--- src/sv/kclp_pkg.sv ---
// kclp_pkg: shared types and constants for the key click / long press detector
// depends on nothing; imported by kclp_lane, kclp_merge and the top level
package kclp_pkg;

	// key layout: bitmap keys first, then the two mouse buttons
	localparam int KBD_KEYS   = 16;
	localparam int BITMAP_W   = 16;
	localparam int KEY_COUNT  = 18;
	localparam int MOUSE_L    = 16;
	localparam int MOUSE_R    = 17;
	localparam int TIME_W     = 16;
	localparam int BIT_IDX_W  = 4;
	localparam int CFG_IDX_W  = 2;
	localparam int CFG_DATA_W = 16;
	localparam int MODE_W     = 2;

	// configuration register indexes
	localparam logic [CFG_IDX_W-1:0] REG_CLICK_MIN  = 2'd0;
	localparam logic [CFG_IDX_W-1:0] REG_LONG_PRESS = 2'd1;
	localparam logic [CFG_IDX_W-1:0] REG_CTRL_BIT   = 2'd2;
	localparam logic [CFG_IDX_W-1:0] REG_SHIFT_BIT  = 2'd3;

	// configuration reset values
	localparam logic [TIME_W-1:0]    CLICK_MIN_RST  = 16'd50;
	localparam logic [TIME_W-1:0]    LONG_PRESS_RST = 16'd200;
	localparam logic [BIT_IDX_W-1:0] CTRL_BIT_RST   = 4'd5;
	localparam logic [BIT_IDX_W-1:0] SHIFT_BIT_RST  = 4'd4;

	// modifier mode codes
	localparam logic [MODE_W-1:0] MODE_NONE  = 2'd0;
	localparam logic [MODE_W-1:0] MODE_CTRL  = 2'd1;
	localparam logic [MODE_W-1:0] MODE_SHIFT = 2'd2;

	// per-key events found by one lane for one tick
	typedef struct packed {
		logic down;
		logic up;
		logic held;
		logic click;
		logic lng;
	} lane_ev_t;

endpackage

--- src/sv/key_click_long_press_detector_top.sv ---
// key_click_long_press_detector_top: 18 key lanes, merge and output register
// depends on kclp_pkg, kclp_lane and kclp_merge
//
//  channel  handshake                  payload
//  in       in_valid / in_ready        keyboard_keys, mouse_left, mouse_right, now_ms
//  out      out_valid / out_ready      down_mask, up_mask, held_mask, click_mask,
//                                      long_mask, modifier_mode
//  cfg      cfg_we (no wait)           cfg_index, cfg_data
//
// one tick per cycle while the output is being taken; a result appears in the cycle after its input transfer
// latency is set by the single output register behind the 18 parallel lanes
// in_ready is high whenever the output register is empty or being taken
// reset clears key levels, press times and the last tick time, and loads the
// default config
module key_click_long_press_detector_top (
	input  logic                                clk,
	input  logic                                arst_n,
	input  logic                                in_valid,
	output logic                                in_ready,
	input  logic [kclp_pkg::BITMAP_W-1:0]       keyboard_keys,
	input  logic                                mouse_left,
	input  logic                                mouse_right,
	input  logic [kclp_pkg::TIME_W-1:0]         now_ms,
	output logic                                out_valid,
	input  logic                                out_ready,
	output logic [kclp_pkg::KEY_COUNT-1:0]      down_mask,
	output logic [kclp_pkg::KEY_COUNT-1:0]      up_mask,
	output logic [kclp_pkg::KEY_COUNT-1:0]      held_mask,
	output logic [kclp_pkg::KEY_COUNT-1:0]      click_mask,
	output logic [kclp_pkg::KEY_COUNT-1:0]      long_mask,
	output logic [kclp_pkg::MODE_W-1:0]         modifier_mode,
	input  logic                                cfg_we,
	input  logic [kclp_pkg::CFG_IDX_W-1:0]      cfg_index,
	input  logic [kclp_pkg::CFG_DATA_W-1:0]     cfg_data
);
	import kclp_pkg::*;

	logic [TIME_W-1:0]    click_min_q;
	logic [TIME_W-1:0]    long_press_q;
	logic [BIT_IDX_W-1:0] ctrl_bit_q;
	logic [BIT_IDX_W-1:0] shift_bit_q;
	logic [TIME_W-1:0]    prev_tick_q;
	logic                 tick;
	logic [KEY_COUNT-1:0] level;
	lane_ev_t             lane_ev [KEY_COUNT];

	assign tick = in_valid && in_ready;

	// configuration registers
	always_ff @(posedge clk or negedge arst_n) begin
		if (!arst_n) begin
			click_min_q  <= CLICK_MIN_RST;
			long_press_q <= LONG_PRESS_RST;
			ctrl_bit_q   <= CTRL_BIT_RST;
			shift_bit_q  <= SHIFT_BIT_RST;
		end else if (cfg_we) begin
			case (cfg_index)
				REG_CLICK_MIN:  click_min_q  <= cfg_data[TIME_W-1:0];
				REG_LONG_PRESS: long_press_q <= cfg_data[TIME_W-1:0];
				REG_CTRL_BIT:   ctrl_bit_q   <= cfg_data[BIT_IDX_W-1:0];
				REG_SHIFT_BIT:  shift_bit_q  <= cfg_data[BIT_IDX_W-1:0];
				default: ;
			endcase
		end
	end

	// time of the last tick
	always_ff @(posedge clk or negedge arst_n) begin
		if (!arst_n) begin
			prev_tick_q <= '0;
		end else if (tick) begin
			prev_tick_q <= now_ms;
		end
	end

	// key levels: bitmap keys that exist, then the mouse buttons
	always_comb begin
		for (int k = 0; k < BITMAP_W; k++) begin
			level[k] = (k < KBD_KEYS) ? keyboard_keys[k] : 1'b0;
		end
		level[MOUSE_L] = mouse_left;
		level[MOUSE_R] = mouse_right;
	end

	// one lane per key
	for (genvar g = 0; g < KEY_COUNT; g++) begin : g_lane
		kclp_lane u_lane (
			.clk             (clk),
			.arst_n          (arst_n),
			.tick            (tick),
			.level           (level[g]),
			.now_ms          (now_ms),
			.prev_tick_time  (prev_tick_q),
			.click_min_time  (click_min_q),
			.long_press_time (long_press_q),
			.ev              (lane_ev[g])
		);
	end

	// merge and output register
	kclp_merge u_merge (
		.clk             (clk),
		.arst_n          (arst_n),
		.tick            (tick),
		.lane_ev         (lane_ev),
		.keyboard_keys   (keyboard_keys),
		.ctrl_bit_index  (ctrl_bit_q),
		.shift_bit_index (shift_bit_q),
		.out_ready       (out_ready),
		.in_ready        (in_ready),
		.out_valid       (out_valid),
		.down_mask       (down_mask),
		.up_mask         (up_mask),
		.held_mask       (held_mask),
		.click_mask      (click_mask),
		.long_mask       (long_mask),
		.modifier_mode   (modifier_mode)
	);

	// a key has at most one of down, up and held per tick
	a_events_exclusive: assert property (@(posedge clk) disable iff (!arst_n)
		out_valid |-> ((down_mask & up_mask) == '0 && (down_mask & held_mask) == '0
			&& (up_mask & held_mask) == '0))
		else $error("key reported with more than one transition");

	// a click is always a release
	a_click_is_up: assert property (@(posedge clk) disable iff (!arst_n)
		out_valid |-> (click_mask & ~up_mask) == '0)
		else $error("click without release");

	// a long press is always a held key
	a_long_is_held: assert property (@(posedge clk) disable iff (!arst_n)
		out_valid |-> (long_mask & ~held_mask) == '0)
		else $error("long press on key that is not held");

	// an accepted tick always shows up at the output on the next cycle
	a_tick_to_out: assert property (@(posedge clk) disable iff (!arst_n)
		tick |=> out_valid)
		else $error("accepted tick produced no result");

endmodule

--- src/sv/kclp_lane.sv ---
// kclp_lane: tracker for one key: last level, press start time and tick events
// depends on kclp_pkg
module kclp_lane (
	input  logic                            clk,
	input  logic                            arst_n,
	input  logic                            tick,
	input  logic                            level,
	input  logic [kclp_pkg::TIME_W-1:0]     now_ms,
	input  logic [kclp_pkg::TIME_W-1:0]     prev_tick_time,
	input  logic [kclp_pkg::TIME_W-1:0]     click_min_time,
	input  logic [kclp_pkg::TIME_W-1:0]     long_press_time,
	output kclp_pkg::lane_ev_t              ev
);
	import kclp_pkg::*;

	logic              level_q;
	logic [TIME_W-1:0] press_start_q;
	logic [TIME_W-1:0] last_t;
	logic [TIME_W-1:0] cur_t;

	// held times, wrapping at 16 bits
	assign last_t = prev_tick_time - press_start_q;
	assign cur_t  = now_ms - press_start_q;

	// classify the tick for this key
	always_comb begin
		ev.down  = !level_q && level;
		ev.up    = level_q && !level;
		ev.held  = level_q && level;
		ev.click = ev.up && (cur_t > click_min_time) && (cur_t < long_press_time);
		ev.lng   = ev.held && (last_t <= long_press_time) && (cur_t > long_press_time);
	end

	// level updates on each input transfer; press start is taken when a press begins
	always_ff @(posedge clk or negedge arst_n) begin
		if (!arst_n) begin
			level_q       <= 1'b0;
			press_start_q <= '0;
		end else if (tick) begin
			level_q <= level;
			if (!level_q && level) begin
				press_start_q <= now_ms;
			end
		end
	end

endmodule

--- src/sv/kclp_merge.sv ---
// kclp_merge: gathers lane events into masks, finds the modifier mode and
// holds the result in the output register; depends on kclp_pkg
module kclp_merge (
	input  logic                              clk,
	input  logic                              arst_n,
	input  logic                              tick,
	input  kclp_pkg::lane_ev_t                lane_ev [kclp_pkg::KEY_COUNT],
	input  logic [kclp_pkg::BITMAP_W-1:0]     keyboard_keys,
	input  logic [kclp_pkg::BIT_IDX_W-1:0]    ctrl_bit_index,
	input  logic [kclp_pkg::BIT_IDX_W-1:0]    shift_bit_index,
	input  logic                              out_ready,
	output logic                              in_ready,
	output logic                              out_valid,
	output logic [kclp_pkg::KEY_COUNT-1:0]    down_mask,
	output logic [kclp_pkg::KEY_COUNT-1:0]    up_mask,
	output logic [kclp_pkg::KEY_COUNT-1:0]    held_mask,
	output logic [kclp_pkg::KEY_COUNT-1:0]    click_mask,
	output logic [kclp_pkg::KEY_COUNT-1:0]    long_mask,
	output logic [kclp_pkg::MODE_W-1:0]       modifier_mode
);
	import kclp_pkg::*;

	logic [KEY_COUNT-1:0] down_d, up_d, held_d, click_d, long_d;
	logic [MODE_W-1:0]    mode_d;
	logic                 out_valid_q;

	// pack lane events into masks
	always_comb begin
		for (int k = 0; k < KEY_COUNT; k++) begin
			down_d[k]  = lane_ev[k].down;
			up_d[k]    = lane_ev[k].up;
			held_d[k]  = lane_ev[k].held;
			click_d[k] = lane_ev[k].click;
			long_d[k]  = lane_ev[k].lng;
		end
	end

	// modifier mode, ctrl before shift
	always_comb begin
		if (keyboard_keys[ctrl_bit_index]) begin
			mode_d = MODE_CTRL;
		end else if (keyboard_keys[shift_bit_index]) begin
			mode_d = MODE_SHIFT;
		end else begin
			mode_d = MODE_NONE;
		end
	end

	// a new tick may enter whenever the output register frees this cycle
	assign in_ready  = !out_valid_q || out_ready;
	assign out_valid = out_valid_q;

	// output valid flag
	always_ff @(posedge clk or negedge arst_n) begin
		if (!arst_n) begin
			out_valid_q <= 1'b0;
		end else if (in_ready) begin
			out_valid_q <= tick;
		end
	end

	// output payload register
	always_ff @(posedge clk) begin
		if (tick) begin
			down_mask     <= down_d;
			up_mask       <= up_d;
			held_mask     <= held_d;
			click_mask    <= click_d;
			long_mask     <= long_d;
			modifier_mode <= mode_d;
		end
	end

endmodule
--- config.mk ---
export PLATFORM = sky130hd
export DESIGN_NAME = key_click_long_press_detector_top
export DESIGN_NICKNAME = d
export VERILOG_FILES = /design/src/sv/kclp_pkg.sv /design/src/sv/key_click_long_press_detector_top.sv /design/src/sv/kclp_lane.sv /design/src/sv/kclp_merge.sv
export SDC_FILE = /design/constraint.sdc
export NUM_CORES = 2
export LEC_CHECK = 0
export ABC_AREA = 0
export BUFFER_PORTS_ARGS = -buffer_cell sky130_fd_sc_hd__buf_2
export CAP_MARGIN = 20
export CORE_ASPECT_RATIO = 1.2
export CORE_MARGIN = 4
export CORE_UTILIZATION = 34
export DETAILED_ROUTE_END_ITERATION = 7
export GPL_TIMING_DRIVEN = 0
export PLACE_DENSITY = 0.5
export SLEW_MARGIN = 10
export SYNTH_ARGS = -nofsm -noshare
export SYNTH_HDL_FRONTEND = slang
export SYNTH_SLANG_ARGS = --single-unit
--- constraint.sdc ---
create_clock -name clk -period 7.8 [get_ports clk]
set_input_delay 0.39 -clock clk [delete_from_list [all_inputs] [get_ports clk]]
set_output_delay 0.39 -clock clk [all_outputs]
set_load 0.02 [all_outputs]
==> reports/results.tsv <==
metric	value	unit
leakage	33.2	nW
htree_levels	3	
power	0.0248	W
final_cell_count_no_fill	9832	
period_minus_slack	6.30	ns
worst_slew_pin_slew	1.17	ns
synthSimpleGateAreaFrac	16.6	%
outcome	finished, final reports clean	
placedCellCount	9662	
crit_fanout	27	
drt_iter0_drc	4657	
ys.flop_type	dfrtp_1	
syn_area	0.0617	mm2
arrival	6.69	ns
areaGrowthSynthToFinish	13.0	%
ant_nets	0	
use_met2	40.9	%
yosysSeqAreaShare	19.2	%
drive_gt1_share	10.2	%
start_util	34.1	%
synth_compound_area_share	19.6	%
grt_usage	26.6	%
stdcell_area	0.0697	mm2
worstSetupStartpointType	input port	
wirelength	258000	um
route.vias.total	57100	
synth.top_cell.area_share	28.5	%
regArea	0.0119	mm2
die_w	397	um
pin_count	151	
met1_usage	36.6	%
finalClockSkew	0.0404	ns
hpwlAfterDp	185000	um
grt_max_degree	100	
path_clk_slew	0.06	ns
r2r_setup_slack	2.99	ns
synth.distinct_cells	82	
multi_input_comb_area	0.0478	mm2
hold_slack	0.104	ns
first_global_vias	54600	
via_per_inst	5.81	
avgRoutedWirePerCell	26.3	um
syn-num-nets	8516	
synth_top_cells_by_count	1404 x ha_1, 521 x a21oi_1, 458 x nor2_1	
core	0.181	mm2
synth_top_area_cell	ha_1	
post_cts_buffers	0	
dieArea	0.188	mm2
layout.nets	8835	
io_buffers	149	
grt_antenna_before_repair	38	
dpl_cell_area	0.0672	mm2
synth_top_family_by_area	adder cells	
grt_pass1_wl	364000	um
fp.dieH	475	um
cp-end-kind	flop	
busiest_layer	met2	
globalRouteOverflowTotal	0	
cts_tree	built	
maxCapViolCount	0	
clockRootBuffer	clkbuf_16	
fill_cells	18300	
fmax	159	MHz
synthArstFlopShare	79.8	%
hold_viol_final	0	
yosysWarnings	0	
drcViolationCount	0	
numCtsBuffers	66	
num_rows	171	
synth.most_common_cell	ha_1	
drv_slew	0	
max_slew_margin	22.1	%
clock_path_buffers	3	
ys_ff_latch	455	
synth_edf_count	92	
worst-setup-path-type	in2reg	
setup_viol	0	
fin_tns_setup	0	ns
use_met3	4.27	%
vdd_drop_max	144	uV
synthCells	7019	
cts_num_sinks	455	
min_path_type	in2reg	
clk_latency	0.70	ns
post_synth.cell_area_avg	8.79	um2
synth-xor-area-share	5.87	%
fin_crit_sh	80.8	%
synthAdderAreaFrac	29.6	%
synth_area_leaders	ha_1 28%, dfrtp_1 14%, mux2_2 5.1%	
routabilityCongestion	0.903	
grt_setup_unrepaired	no	
powerDensity	356	mW/mm2
synthMuxAreaShare	5.78	%
first_pass_iters	6	
crit_required	8.19	ns
final cells by class:
class / count / area share, %
tap: 2422 / 4.35
timing repair buffer: 251 / 3.74
sequential: 455 / 17.0
inverter: 459 / 2.55
clock inverter: 35 / 0.526
antenna: 18 / 0.0646
multi-input combinational: 6021 / 68.6
clock buffer: 87 / 2.64
buffer: 84 / 0.524
critical path, stage by stage:
cell and delay, ns:
dlygate4sd3_1 0.52, buf_2 0.20, clkinv_1 0.64, clkbuf_4 0.77
ha_1 0.44, fa_1 0.40, nand2b_1 0.17, a21boi_0 0.25
o21ai_0 0.16, a21oi_1 0.23, a211oi_1 0.18, o21ai_0 0.31
xor2_1 0.16, ha_1 0.32, nand4_1 0.13, or3_1 0.38
o21ai_0 0.14, o21ba_2 0.17, nor3_1 0.67
routing by layer:
metal	vias to the layer above	share of wire (%)
met2	2124	43
met3	463	7.8
met4	4	4.6
met5	-	0.0081
met1	27700	45
li1	26800	-
through the flow:
stage,setup slack [ns],util [%]
final,1.50,38.6
after global routing,1.23,38.5
after CTS,1.57,38.5
after detailed placement,1.32,37.2
after global placement,-1.99,36.2
after floorplan,2.96,-
state kept, by name, indices dropped and copies added, names as in the netlist:
register                     count
click_min_q                     16
prev_tick_q                     16
u_merge.modifier_mode            2
u_merge.held_mask               18
g_lane.u_lane.press_start_q    288
u_merge.long_mask               18
shift_bit_q                      4
u_merge.out_valid                1
long_press_q                    16
ctrl_bit_q                       4
g_lane.u_lane.level_q           18
u_merge.click_mask              18
u_merge.up_mask                 18
u_merge.down_mask               18
logic make-up after synthesis:
| kind of cell | count (synthesis) |
|---|---|
| simple gates | 1994 |
| compound gates | 1864 |
| fa+ha+maj | 1440 |
| buf+inv | 543 |
| flops | 455 |
| xor+xnor | 414 |
| mux | 309 |
cell usage in the layout, fill, tap and decap left out, drive strengths merged, types with 33 or more instances in the layout:
cell type	count
o211ai	48
a21o	385
nand2	399
or3	48
a211oi	45
a31oi	37
inv	460
xnor2	307
xor2	107
fa	36
nor3	171
o21ai	382
a21oi	522
nor4	38
o21a	134
a2111oi	33
and2	35
dfrtp	354
nand4	219
ha	1404
mux2	278
edfxtp	92
a21boi	41
nand2b	129
buf	252
nor2b	225
nor2	458
clkbuf	140
nand3	100
and3	44
power by group:
group | internal [W] | switching [W] | total (W)
Combinational | 0.00780 | 0.0104 | 0.0182
Sequential | 0.00297 | 0.000439 | 0.00341
Clock | 0.00185 | 0.00136 | 0.00320
Total | 0.0126 | 0.0122 | 0.0248
worst paths after layout:
check	startpoint	endpoint	depth (start not counted)
max reg2reg	prev_tick_q[1]$_DFFE_PN0P_	u_merge.long_mask[12]$_DFFE_PP_	15
min in group asynchronous	arst_n	g_lane[14].u_lane.level_q$_DFFE_PN0P_	2
min reg2reg	g_lane[11].u_lane.press_start_q[14]$_DFFE_PN0P_	g_lane[11].u_lane.press_start_q[14]$_DFFE_PN0P_	1
max	now_ms[0]	u_merge.click_mask[12]$_DFFE_PP_	19
min	keyboard_keys[2]	g_lane[2].u_lane.level_q$_DFFE_PN0P_	3
max in group asynchronous	arst_n	g_lane[11].u_lane.press_start_q[14]$_DFFE_PN0P_	5
what timing repair did:
action	CTS	global route
hold endpoints to repair	124	0
gates resized for setup	0	0
hold buffers	30	0
(Power assumes the default switching activity.)
